### src/sv/abp_pkg.sv
package abp_pkg;

    // field and state formats
    localparam int SAMPLE_BITS = 24;
    localparam int COEF_BITS   = 24;
    localparam int STATE_BITS  = 32;
    localparam int FRAC_BITS   = COEF_BITS - 3;

    // digit-serial multiplier geometry
    localparam int DIGIT_BITS = 8;
    localparam int NUM_DIGITS = (COEF_BITS + DIGIT_BITS - 1) / DIGIT_BITS;
    localparam int CSR_BITS   = NUM_DIGITS * DIGIT_BITS;
    localparam int OPND_BITS  = SAMPLE_BITS + 1;
    localparam int PART_BITS  = DIGIT_BITS + 1 + OPND_BITS;
    localparam int ACC_BITS   = (OPND_BITS + DIGIT_BITS + 2 > COEF_BITS)
                              ? (OPND_BITS + DIGIT_BITS + 2) : COEF_BITS;
    localparam int Q_BITS     = ACC_BITS + CSR_BITS - FRAC_BITS;
    localparam int SUM_BITS   = ((Q_BITS > STATE_BITS) ? Q_BITS : STATE_BITS) + 1;
    localparam int CNT_BITS   = $clog2(NUM_DIGITS + 1);

    // configuration register map
    localparam int CFG_INDEX_BITS = 2;
    localparam logic [CFG_INDEX_BITS-1:0] REG_COEF_A1 = CFG_INDEX_BITS'(0);
    localparam logic [CFG_INDEX_BITS-1:0] REG_COEF_A2 = CFG_INDEX_BITS'(1);

    typedef enum logic [2:0] {
        ST_IDLE,
        ST_LOAD,
        ST_MUL,
        ST_FIN,
        ST_OUT
    } state_t;

    typedef enum logic [1:0] {
        STEP_Y,
        STEP_N1,
        STEP_N2
    } step_t;

    typedef struct packed {
        logic load;
        logic run;
    } mac_ctrl_t;

    function automatic logic signed [SAMPLE_BITS-1:0] sat_sample(
        input logic signed [SUM_BITS-1:0] v
    );
        logic signed [SUM_BITS-1:0] hi;
        logic signed [SUM_BITS-1:0] lo;
        hi = {{(SUM_BITS-SAMPLE_BITS+1){1'b0}}, {(SAMPLE_BITS-1){1'b1}}};
        lo = ~hi;
        if (v > hi)
            return hi[SAMPLE_BITS-1:0];
        else if (v < lo)
            return lo[SAMPLE_BITS-1:0];
        else
            return v[SAMPLE_BITS-1:0];
    endfunction

    function automatic logic signed [STATE_BITS-1:0] sat_state(
        input logic signed [SUM_BITS-1:0] v
    );
        logic signed [SUM_BITS-1:0] hi;
        logic signed [SUM_BITS-1:0] lo;
        hi = {{(SUM_BITS-STATE_BITS+1){1'b0}}, {(STATE_BITS-1){1'b1}}};
        lo = ~hi;
        if (v > hi)
            return hi[STATE_BITS-1:0];
        else if (v < lo)
            return lo[STATE_BITS-1:0];
        else
            return v[STATE_BITS-1:0];
    endfunction

endpackage

### src/sv/abp_if.sv
interface abp_in_if
    import abp_pkg::*;
();
    logic                          valid;
    logic                          ready;
    logic signed [SAMPLE_BITS-1:0] sample_in;
    logic                          block_end_in;

    modport source (output valid, output sample_in, output block_end_in, input ready);
    modport sink   (input valid, input sample_in, input block_end_in, output ready);
endinterface

interface abp_out_if
    import abp_pkg::*;
();
    logic                          valid;
    logic                          ready;
    logic signed [SAMPLE_BITS-1:0] sample_out;
    logic                          block_end_out;

    modport source (output valid, output sample_out, output block_end_out, input ready);
    modport sink   (input valid, input sample_out, input block_end_out, output ready);
endinterface

### src/sv/abp_mac.sv
module abp_mac
    import abp_pkg::*;
(
    input  logic                        clk,
    input  logic                        rst_n,
    input  mac_ctrl_t                   ctrl,
    input  logic signed [COEF_BITS-1:0] coef,
    input  logic signed [OPND_BITS-1:0] opnd,
    output logic                        done,
    output logic signed [Q_BITS-1:0]    quot
);

    localparam logic signed [ACC_BITS-1:0] HALF = ACC_BITS'(1) << (FRAC_BITS - 1);

    logic [CSR_BITS-1:0]        csr_reg, csr_next;
    logic signed [OPND_BITS-1:0] opnd_reg, opnd_next;
    logic signed [ACC_BITS-1:0] acc_reg, acc_next;
    logic [CSR_BITS-1:0]        lo_reg, lo_next;
    logic [CNT_BITS-1:0]        cnt_reg, cnt_next;

    logic [DIGIT_BITS-1:0]       digit;
    logic                        last;
    logic signed [DIGIT_BITS:0]  digit_s;
    logic signed [PART_BITS-1:0] part;
    logic signed [ACC_BITS-1:0]  acc_sum;

    // top digit of the coefficient carries the sign, the rest are unsigned
    always_comb
    begin
        digit   = csr_reg[DIGIT_BITS-1:0];
        last    = (cnt_reg == CNT_BITS'(NUM_DIGITS - 1));
        digit_s = last ? {digit[DIGIT_BITS-1], digit} : {1'b0, digit};
        part    = digit_s * opnd_reg;
        acc_sum = acc_reg + ACC_BITS'(part);
    end

    assign done = (cnt_reg == CNT_BITS'(NUM_DIGITS));
    assign quot = {acc_reg, lo_reg[CSR_BITS-1:FRAC_BITS]};

    always_comb
    begin
        csr_next  = csr_reg;
        opnd_next = opnd_reg;
        acc_next  = acc_reg;
        lo_next   = lo_reg;
        cnt_next  = cnt_reg;
        if (ctrl.load)
        begin
            csr_next  = CSR_BITS'(coef);
            opnd_next = opnd;
            acc_next  = HALF;
            lo_next   = '0;
            cnt_next  = '0;
        end
        else if (ctrl.run && !done)
        begin
            csr_next = csr_reg >> DIGIT_BITS;
            acc_next = acc_sum >>> DIGIT_BITS;
            lo_next  = {acc_sum[DIGIT_BITS-1:0], lo_reg[CSR_BITS-1:DIGIT_BITS]};
            cnt_next = cnt_reg + CNT_BITS'(1);
        end
    end

    always_ff @(posedge clk or negedge rst_n)
    begin
        if (!rst_n)
            cnt_reg <= CNT_BITS'(NUM_DIGITS);
        else
            cnt_reg <= cnt_next;
    end

    always_ff @(posedge clk)
    begin
        csr_reg  <= csr_next;
        opnd_reg <= opnd_next;
        acc_reg  <= acc_next;
        lo_reg   <= lo_next;
    end

    a_cnt_bound: assert property (@(posedge clk) disable iff (!rst_n)
        cnt_reg <= CNT_BITS'(NUM_DIGITS))
        else $error("digit count out of range");

    a_load_restart: assert property (@(posedge clk) disable iff (!rst_n)
        ctrl.load |=> (cnt_reg == '0) && !done)
        else $error("load did not restart the multiplier");

    a_done_after_run: assert property (@(posedge clk) disable iff (!rst_n)
        $rose(done) |-> $past(ctrl.run))
        else $error("multiplier finished without running");

endmodule

### src/sv/allpass_biquad_df2t_core.sv
// second-order allpass biquad, transposed direct form ii, one shared digit-serial multiplier
// input is taken only while idle, so a new sample waits until the last result has entered the output register
// the three products of a sample pass one after another through the single multiplier,
//   one coefficient digit a cycle
// reset: rst_n async active low, clears coefficients, both delay states and all handshakes
module allpass_biquad_df2t_core
    import abp_pkg::*;
(
    input  logic                      clk,
    input  logic                      rst_n,
    input  logic                      cfg_we,
    input  logic [CFG_INDEX_BITS-1:0] cfg_index,
    input  logic [COEF_BITS-1:0]      cfg_data,
    abp_in_if.sink                    in_ch,
    abp_out_if.source                 out_ch
);

    // configuration and filter state
    logic signed [COEF_BITS-1:0]   coef_a1_reg, coef_a1_next;
    logic signed [COEF_BITS-1:0]   coef_a2_reg, coef_a2_next;
    logic signed [STATE_BITS-1:0]  s1_reg, s1_next;
    logic signed [STATE_BITS-1:0]  s2_reg, s2_next;

    // sample being worked on
    logic signed [SAMPLE_BITS-1:0] x_reg, x_next;
    logic signed [SAMPLE_BITS-1:0] y_reg, y_next;
    logic                          mark_reg, mark_next;

    // sequencer
    state_t state_reg, state_next;
    step_t  step_reg, step_next;

    // output register, parts the result from the input side
    logic                          out_valid_reg, out_valid_next;
    logic signed [SAMPLE_BITS-1:0] out_sample_reg, out_sample_next;
    logic                          out_mark_reg, out_mark_next;

    logic                          in_xfer;
    logic                          out_free;
    mac_ctrl_t                     mac_ctrl;
    logic signed [COEF_BITS-1:0]   mac_coef;
    logic signed [OPND_BITS-1:0]   mac_opnd;
    logic                          mac_done;
    logic signed [Q_BITS-1:0]      mac_quot;
    logic signed [SUM_BITS-1:0]    base;
    logic signed [SUM_BITS-1:0]    sum;
    logic                          fin;

    assign in_ch.ready          = (state_reg == ST_IDLE);
    assign in_xfer              = in_ch.valid && in_ch.ready;
    // output slot can take a new result if empty or emptying this cycle
    assign out_free             = !out_valid_reg || out_ch.ready;
    assign out_ch.valid         = out_valid_reg;
    assign out_ch.sample_out    = out_sample_reg;
    assign out_ch.block_end_out = out_mark_reg;

    // next state: per product load, run all digits, then fold into the target; after the third product, output
    always_comb
    begin
        state_next = state_reg;
        step_next  = step_reg;
        unique case (state_reg)
            ST_IDLE:
            begin
                if (in_xfer)
                begin
                    state_next = ST_LOAD;
                    step_next  = STEP_Y;
                end
            end
            ST_LOAD:
                state_next = ST_MUL;
            ST_MUL:
            begin
                if (mac_done)
                    state_next = ST_FIN;
            end
            ST_FIN:
            begin
                unique case (step_reg)
                    STEP_Y:
                    begin
                        step_next  = STEP_N1;
                        state_next = ST_LOAD;
                    end
                    STEP_N1:
                    begin
                        step_next  = STEP_N2;
                        state_next = ST_LOAD;
                    end
                    STEP_N2:
                        state_next = ST_OUT;
                    default:
                        state_next = ST_IDLE;
                endcase
            end
            ST_OUT:
            begin
                // wait for room in the output register
                if (out_free)
                    state_next = ST_IDLE;
            end
            default:
                state_next = ST_IDLE;
        endcase
    end

    // sequencer outputs to the multiplier
    always_comb
    begin
        mac_ctrl.load = (state_reg == ST_LOAD);
        mac_ctrl.run  = (state_reg == ST_MUL);
        fin           = (state_reg == ST_FIN);
    end

    // operand and accumulation base per product:
    //   y  = s1 + a2*x
    //   s1 = s2 + a1*(x - y)
    //   s2 = x  + a2*(-y)
    always_comb
    begin
        unique case (step_reg)
            STEP_Y:
            begin
                mac_coef = coef_a2_reg;
                mac_opnd = OPND_BITS'(x_reg);
                base     = SUM_BITS'(s1_reg);
            end
            STEP_N1:
            begin
                mac_coef = coef_a1_reg;
                mac_opnd = OPND_BITS'(x_reg) - OPND_BITS'(y_reg);
                base     = SUM_BITS'(s2_reg);
            end
            STEP_N2:
            begin
                mac_coef = coef_a2_reg;
                mac_opnd = -OPND_BITS'(y_reg);
                base     = SUM_BITS'(x_reg);
            end
            default:
            begin
                mac_coef = coef_a2_reg;
                mac_opnd = OPND_BITS'(x_reg);
                base     = SUM_BITS'(s1_reg);
            end
        endcase
        // multiplier result is already rounded half up and scaled
        sum = base + SUM_BITS'(mac_quot);
    end

    abp_mac u_mac (
        .clk   (clk),
        .rst_n (rst_n),
        .ctrl  (mac_ctrl),
        .coef  (mac_coef),
        .opnd  (mac_opnd),
        .done  (mac_done),
        .quot  (mac_quot)
    );

    // datapath registers
    always_comb
    begin
        coef_a1_next    = coef_a1_reg;
        coef_a2_next    = coef_a2_reg;
        s1_next         = s1_reg;
        s2_next         = s2_reg;
        x_next          = x_reg;
        y_next          = y_reg;
        mark_next       = mark_reg;
        out_valid_next  = out_valid_reg;
        out_sample_next = out_sample_reg;
        out_mark_next   = out_mark_reg;

        // writes are to arrive only while idle, which the block does not enforce; unknown indexes are dropped
        if (cfg_we)
        begin
            unique case (cfg_index)
                REG_COEF_A1: coef_a1_next = cfg_data;
                REG_COEF_A2: coef_a2_next = cfg_data;
                default:     ;
            endcase
        end

        if (in_xfer)
        begin
            x_next    = in_ch.sample_in;
            mark_next = in_ch.block_end_in;
        end

        // s1 is last read by the first product, s2 by the second
        if (fin)
        begin
            unique case (step_reg)
                STEP_Y:  y_next  = sat_sample(sum);
                STEP_N1: s1_next = sat_state(sum);
                STEP_N2: s2_next = sat_state(sum);
                default: ;
            endcase
        end

        if (out_valid_reg && out_ch.ready)
            out_valid_next = 1'b0;
        if ((state_reg == ST_OUT) && out_free)
        begin
            out_valid_next  = 1'b1;
            out_sample_next = y_reg;
            out_mark_next   = mark_reg;
        end
    end

    always_ff @(posedge clk or negedge rst_n)
    begin
        if (!rst_n)
        begin
            state_reg     <= ST_IDLE;
            step_reg      <= STEP_Y;
            out_valid_reg <= 1'b0;
            coef_a1_reg   <= '0;
            coef_a2_reg   <= '0;
            s1_reg        <= '0;
            s2_reg        <= '0;
        end
        else
        begin
            state_reg     <= state_next;
            step_reg      <= step_next;
            out_valid_reg <= out_valid_next;
            coef_a1_reg   <= coef_a1_next;
            coef_a2_reg   <= coef_a2_next;
            s1_reg        <= s1_next;
            s2_reg        <= s2_next;
        end
    end

    always_ff @(posedge clk)
    begin
        x_reg          <= x_next;
        y_reg          <= y_next;
        mark_reg       <= mark_next;
        out_sample_reg <= out_sample_next;
        out_mark_reg   <= out_mark_next;
    end

    a_out_from_seq: assert property (@(posedge clk) disable iff (!rst_n)
        $rose(out_valid_reg) |-> $past(state_reg == ST_OUT))
        else $error("result appeared outside the output state");

    a_fin_after_mul: assert property (@(posedge clk) disable iff (!rst_n)
        (state_reg == ST_FIN) |-> mac_done)
        else $error("product folded before the multiplier finished");

    a_xfer_starts: assert property (@(posedge clk) disable iff (!rst_n)
        in_xfer |=> (state_reg == ST_LOAD) && (step_reg == STEP_Y))
        else $error("input transfer did not start the first product");

endmodule
### src/flat_wrapper.sv
// flat-port wrapper written by rule: the top's interface ports become plain ports
module allpass_biquad_df2t_core_flat import abp_pkg::*;
  (clk, rst_n, cfg_we, cfg_index, cfg_data, in_ch_valid, in_ch_sample_in, in_ch_block_end_in, in_ch_ready, out_ch_valid, out_ch_sample_out, out_ch_block_end_out, out_ch_ready);
  abp_in_if in_ch_i ();
  abp_out_if out_ch_i ();
  input  logic clk;
  input  logic rst_n;
  input  logic cfg_we;
  input  logic [CFG_INDEX_BITS-1:0] cfg_index;
  input  logic [COEF_BITS-1:0] cfg_data;
  input wire logic [$bits(in_ch_i.valid)-1:0] in_ch_valid;
  input wire logic [$bits(in_ch_i.sample_in)-1:0] in_ch_sample_in;
  input wire logic [$bits(in_ch_i.block_end_in)-1:0] in_ch_block_end_in;
  output wire logic [$bits(in_ch_i.ready)-1:0] in_ch_ready;
  output wire logic [$bits(out_ch_i.valid)-1:0] out_ch_valid;
  output wire logic [$bits(out_ch_i.sample_out)-1:0] out_ch_sample_out;
  output wire logic [$bits(out_ch_i.block_end_out)-1:0] out_ch_block_end_out;
  input wire logic [$bits(out_ch_i.ready)-1:0] out_ch_ready;
  assign in_ch_i.valid = in_ch_valid;
  assign in_ch_i.sample_in = in_ch_sample_in;
  assign in_ch_i.block_end_in = in_ch_block_end_in;
  assign in_ch_ready = in_ch_i.ready;
  assign out_ch_valid = out_ch_i.valid;
  assign out_ch_sample_out = out_ch_i.sample_out;
  assign out_ch_block_end_out = out_ch_i.block_end_out;
  assign out_ch_i.ready = out_ch_ready;
  allpass_biquad_df2t_core u_core (.clk(clk), .rst_n(rst_n), .cfg_we(cfg_we), .cfg_index(cfg_index), .cfg_data(cfg_data), .in_ch(in_ch_i), .out_ch(out_ch_i));
endmodule
### config.mk
export PLATFORM = sky130hd
export DESIGN_NAME = allpass_biquad_df2t_core_flat
export DESIGN_NICKNAME = d
export VERILOG_FILES = /design/src/sv/abp_pkg.sv /design/src/sv/abp_if.sv /design/src/sv/abp_mac.sv /design/src/sv/allpass_biquad_df2t_core.sv /design/src/flat_wrapper.sv
export SDC_FILE = /design/constraint.sdc
export NUM_CORES = 1
export LEC_CHECK = 0
export BUFFER_PORTS_ARGS = -buffer_cell sky130_fd_sc_hd__buf_2
export CORE_ASPECT_RATIO = 0.8
export CORE_MARGIN = 4
export CORE_UTILIZATION = 60
export CTS_CLUSTER_DIAMETER = 200
export DETAILED_ROUTE_END_ITERATION = 8
export PLACE_DENSITY = 0.75
export SYNTH_ARGS = -nofsm -noshare
export SYNTH_HDL_FRONTEND = slang
export SYNTH_SLANG_ARGS = --single-unit
### constraint.sdc
create_clock -name clk -period 20.7 [get_ports clk]
set_clock_uncertainty 0.1 [all_clocks]
set_input_delay 2.07 -clock clk [delete_from_list [all_inputs] [get_ports clk]]
set_output_delay 2.07 -clock clk [all_outputs]
set_load 0.03 [all_outputs]
==> run metrics <==
final weighted congestion in routability-driven placement 0.943; wire length of the first global-routing pass 98500 um; max-slew violation count 0; drc violations 0; critical path, cell by cell nand2_1 > buf_4 > or2_2 > fa_1 > fa_1 > inv_1 > fa_1 > fa_1 > inv_1 > fa_1 > inv_1 > ha_1 > a21oi_1 > o21ai_0 > a41oi_2 > nor3_1 > o21a_1 > o311ai_2 > a21oi_1 > or2_2 > a311o_1 > a32o_1; required time of the critical path 21.03 ns; Core Rows 64; Most Frequent Cell on Critical Path sky130_fd_sc_hd__fa_1; outcome finished clean; largest net degree at the start of global routing 66; number of synthesized register bits 273; core area 38200 um^2; Max Fclk 135 MHz; Max-cap violations 0; detailed-route via count 17830; initial cell density of the core 0.607; crit-path max cell delay just over 0.8 ns; TritonCTS clock tree yes; number of different library cells in the post-synthesis netlist 97; buffers inserted during post-CTS setup optimization 0; average routed wire per standard cell just over 20 um; htree depth 1; count of antenna-violating nets left after detailed routing 0; Max-Slew Margin vs Limit 0.257; count of inserted antenna diode cells 0; All-Layer GR Usage 0.293; worst hold slack between 0.3 and 0.4 ns; reg-to-reg critical path startpoint u_core.u_mac.csr_reg[7]; Synth Instances roughly 2400; total half-perimeter wirelength after legalization and detailed placement 46100 um; type of the worst setup path reg2reg; Synthesized Nets 2847; clock buffer count from CTS 27; vias per cell 6.01; pin slew with the least headroom to its limit 1.11 ns; async set-reset flop share out of synthesis 0.440; port buffer count 82; Cell Area, Synth 23200 um^2; final worst path period need 7.39 ns; most instantiated flip-flop cell in the synthesis netlist sky130_fd_sc_hd__edfxtp_1; average cell area after synthesis 9.53 um^2; clock transition time at the flip-flop clock pins of the worst setup and hold paths 0.06 ns; crit path launch u_core.u_mac.csr_reg[7]; register area share after synthesis 0.315; data arrival time at the worst-slack endpoint 7.71 ns; final-report hold violation count 0; nature of the critical path endpoint register; Total Wirelength roughly 60000 um; fin nets about 2900; number of antenna violations at the first check in global routing 1; number of DRC markers after the initial detailed-route iteration 1568; final worst path period share 0.357; Warnings, synthesis 0; Die ar. 41900 um^2; sink count of the clock tree around 270; area delta synth->final 7.11%; layout cell share with drive strength beyond 1 0.105; overall die width 228 um; Hold Crit Start u_core.mark_reg; count of flip-flops with a built-in enable after synthesis 123; hold buffer count at CTS 0; DIE HEIGHT ~180 um; critical path peak fanout 26; clock latency reported for the late side of the worst-skew pair about 0.57 ns; number of filler instances in the final layout between 3000 and 4000; overflow left after global routing 0; CTS max path bufs 3; setup repair after global routing missed its margin false; type of origin of the critical path register; library cell used as clock root buffer sky130_fd_sc_hd__clkbuf_16; Resized Gates After CTS 0; num ports 83; sum of negative setup slack 0 ns; number of search-and-repair iterations in the first detailed-routing pass 5; Final setup violation count 0; via count of the first global-routing pass about 18000; worst hold path class reg2reg; worst-path cell with the longest stage delay sky130_fd_sc_hd__edfxtp_1
-- synth_stat cells (9+ instances only) --
library cell | count | area share
sky130_fd_sc_hd__a211oi_1 | 9 | 0.0029
sky130_fd_sc_hd__a21o_1 | 31 | 0.010
sky130_fd_sc_hd__a21oi_1 | 142 | 0.031
sky130_fd_sc_hd__a22oi_1 | 34 | 0.011
sky130_fd_sc_hd__a31oi_1 | 11 | 0.0030
sky130_fd_sc_hd__and2_1 | 103 | 0.028
sky130_fd_sc_hd__buf_2 | 11 | 0.0024
sky130_fd_sc_hd__clkbuf_1 | 93 | 0.015
sky130_fd_sc_hd__dfrtp_1 | 118 | 0.13
sky130_fd_sc_hd__dfxtp_1 | 30 | 0.026
sky130_fd_sc_hd__edfxtp_1 | 123 | 0.16
sky130_fd_sc_hd__fa_1 | 216 | 0.19
sky130_fd_sc_hd__ha_1 | 140 | 0.076
sky130_fd_sc_hd__inv_1 | 346 | 0.056
sky130_fd_sc_hd__mux2_2 | 49 | 0.024
sky130_fd_sc_hd__mux2i_1 | 29 | 0.013
sky130_fd_sc_hd__nand2_1 | 279 | 0.045
sky130_fd_sc_hd__nand2b_1 | 15 | 0.0040
sky130_fd_sc_hd__nand3_1 | 23 | 0.0050
sky130_fd_sc_hd__nand4_1 | 17 | 0.0046
sky130_fd_sc_hd__nor2_1 | 145 | 0.023
sky130_fd_sc_hd__nor2b_1 | 9 | 0.0024
sky130_fd_sc_hd__nor3_1 | 23 | 0.0050
sky130_fd_sc_hd__o21a_1 | 10 | 0.0032
sky130_fd_sc_hd__o21ai_0 | 136 | 0.029
sky130_fd_sc_hd__o21ai_2 | 18 | 0.0068
sky130_fd_sc_hd__o21bai_1 | 15 | 0.0049
sky130_fd_sc_hd__o31ai_1 | 11 | 0.0036
sky130_fd_sc_hd__or3_1 | 9 | 0.0024
sky130_fd_sc_hd__xnor2_1 | 63 | 0.024
sky130_fd_sc_hd__xor2_1 | 19 | 0.0072
-- metal layers --
layer | wire length (um) | share of wire | track usage | up-vias
met5 | 6 | 0.000099 | 0 | -
met4 | 2140 | 0.035 | 0.0886 | 2
met3 | 4290 | 0.071 | 0.0441 | 133
met2 | 28400 | 0.47 | 0.490 | 671
met1 | 25700 | 0.42 | 0.402 | 8874
li1 | - | - | - | 8150
-- stage by stage --
| step | util | cells | instance area [um^2] | worst slack, ns |
|---|---|---|---|---|
| floorplan | - | 2435 | 23200 | 14.06 |
| global placement | 0.628 | 2920 | 24000 | 13.48 |
| detailed placement | 0.628 | 2920 | 24000 | 13.39 |
| CTS | 0.651 | 2969 | 24800 | 13.35 |
| global route | 0.651 | 2969 | 24800 | 12.92 |
| finish | 0.651 | 2969 | 24800 | 13.31 |
-- cells in the final DEF (no fill, tap or decap), drive strengths merged, types with 19 or more instances in the layout --
cell type / synthesis / final
inv: 347 / 350
dfxtp: 30 / 30
mux2: 49 / 49
xor2: 19 / 19
o21ai: 162 / 162
edfxtp: 123 / 123
nand2: 279 / 279
a22oi: 34 / 34
a21oi: 143 / 143
fa: 216 / 216
mux2i: 29 / 29
dfrtp: 118 / 118
nand3: 25 / 25
ha: 140 / 140
xnor2: 63 / 63
nor2: 145 / 145
clkbuf: 94 / 37
and2: 103 / 103
a21o: 31 / 31
buf: 22 / 106
nor3: 25 / 25
-- kinds of logic (layout without fill, tap and decap cells) --
logic type               Yosys count  in the layout  synth area share
AND/OR/NAND/NOR                  678            678             0.138
AO/OA/AOI/OAI                    505            505             0.141
buffers and inverters            463            502            0.0772
adder cells (fa/ha/maj)          356            356             0.262
flip-flops                       273            273             0.315
XOR/XNOR                          82             82            0.0310
multiplexers                      78             78            0.0363
-- critical path: cells and delay by family (launching register included) --
| family | cells | cell delay (ns) |
|---|---|---|
| AOI/OAI and AO/OA | 8 | 2.04 |
| adders and majority gates | 6 | 3.01 |
| buffers and inverters | 4 | 0.42 |
| DFF | 1 | 0.83 |
| and+or+nand+nor | 4 | 0.85 |
-- path summary, 6_finish.rpt --
kind	endpoint	slack, ns	depth (start not counted)
setup reg to reg	u_core.u_mac.acc_reg[25]	13.31	22
min in group asynchronous	u_core.coef_a2_reg[18]	1.51	1
hold reg to reg	u_core.out_ch.block_end_out	0.32	0
setup / recovery	u_core.u_mac.acc_reg[25]	13.31	22
hold / removal	u_core.out_ch.block_end_out	0.32	0
max in group asynchronous	u_core.s2_reg[19]	17.67	2
-- layout make-up --
class	instances	area, um^2	share of cell area
clock buffers	37	796	0.0320
clock inverters	12	80.1	0.00322
inverters	347	1300	0.0524
multi-input cells	1699	14200	0.570
flip-flops and latches	273	7300	0.294
well taps	495	619	0.0249
repair buffers	106	593	0.0239
Power is left out: the tool's default activity adds up to more than one toggle a clock period on the data nets, which glitch-free logic cannot reach.
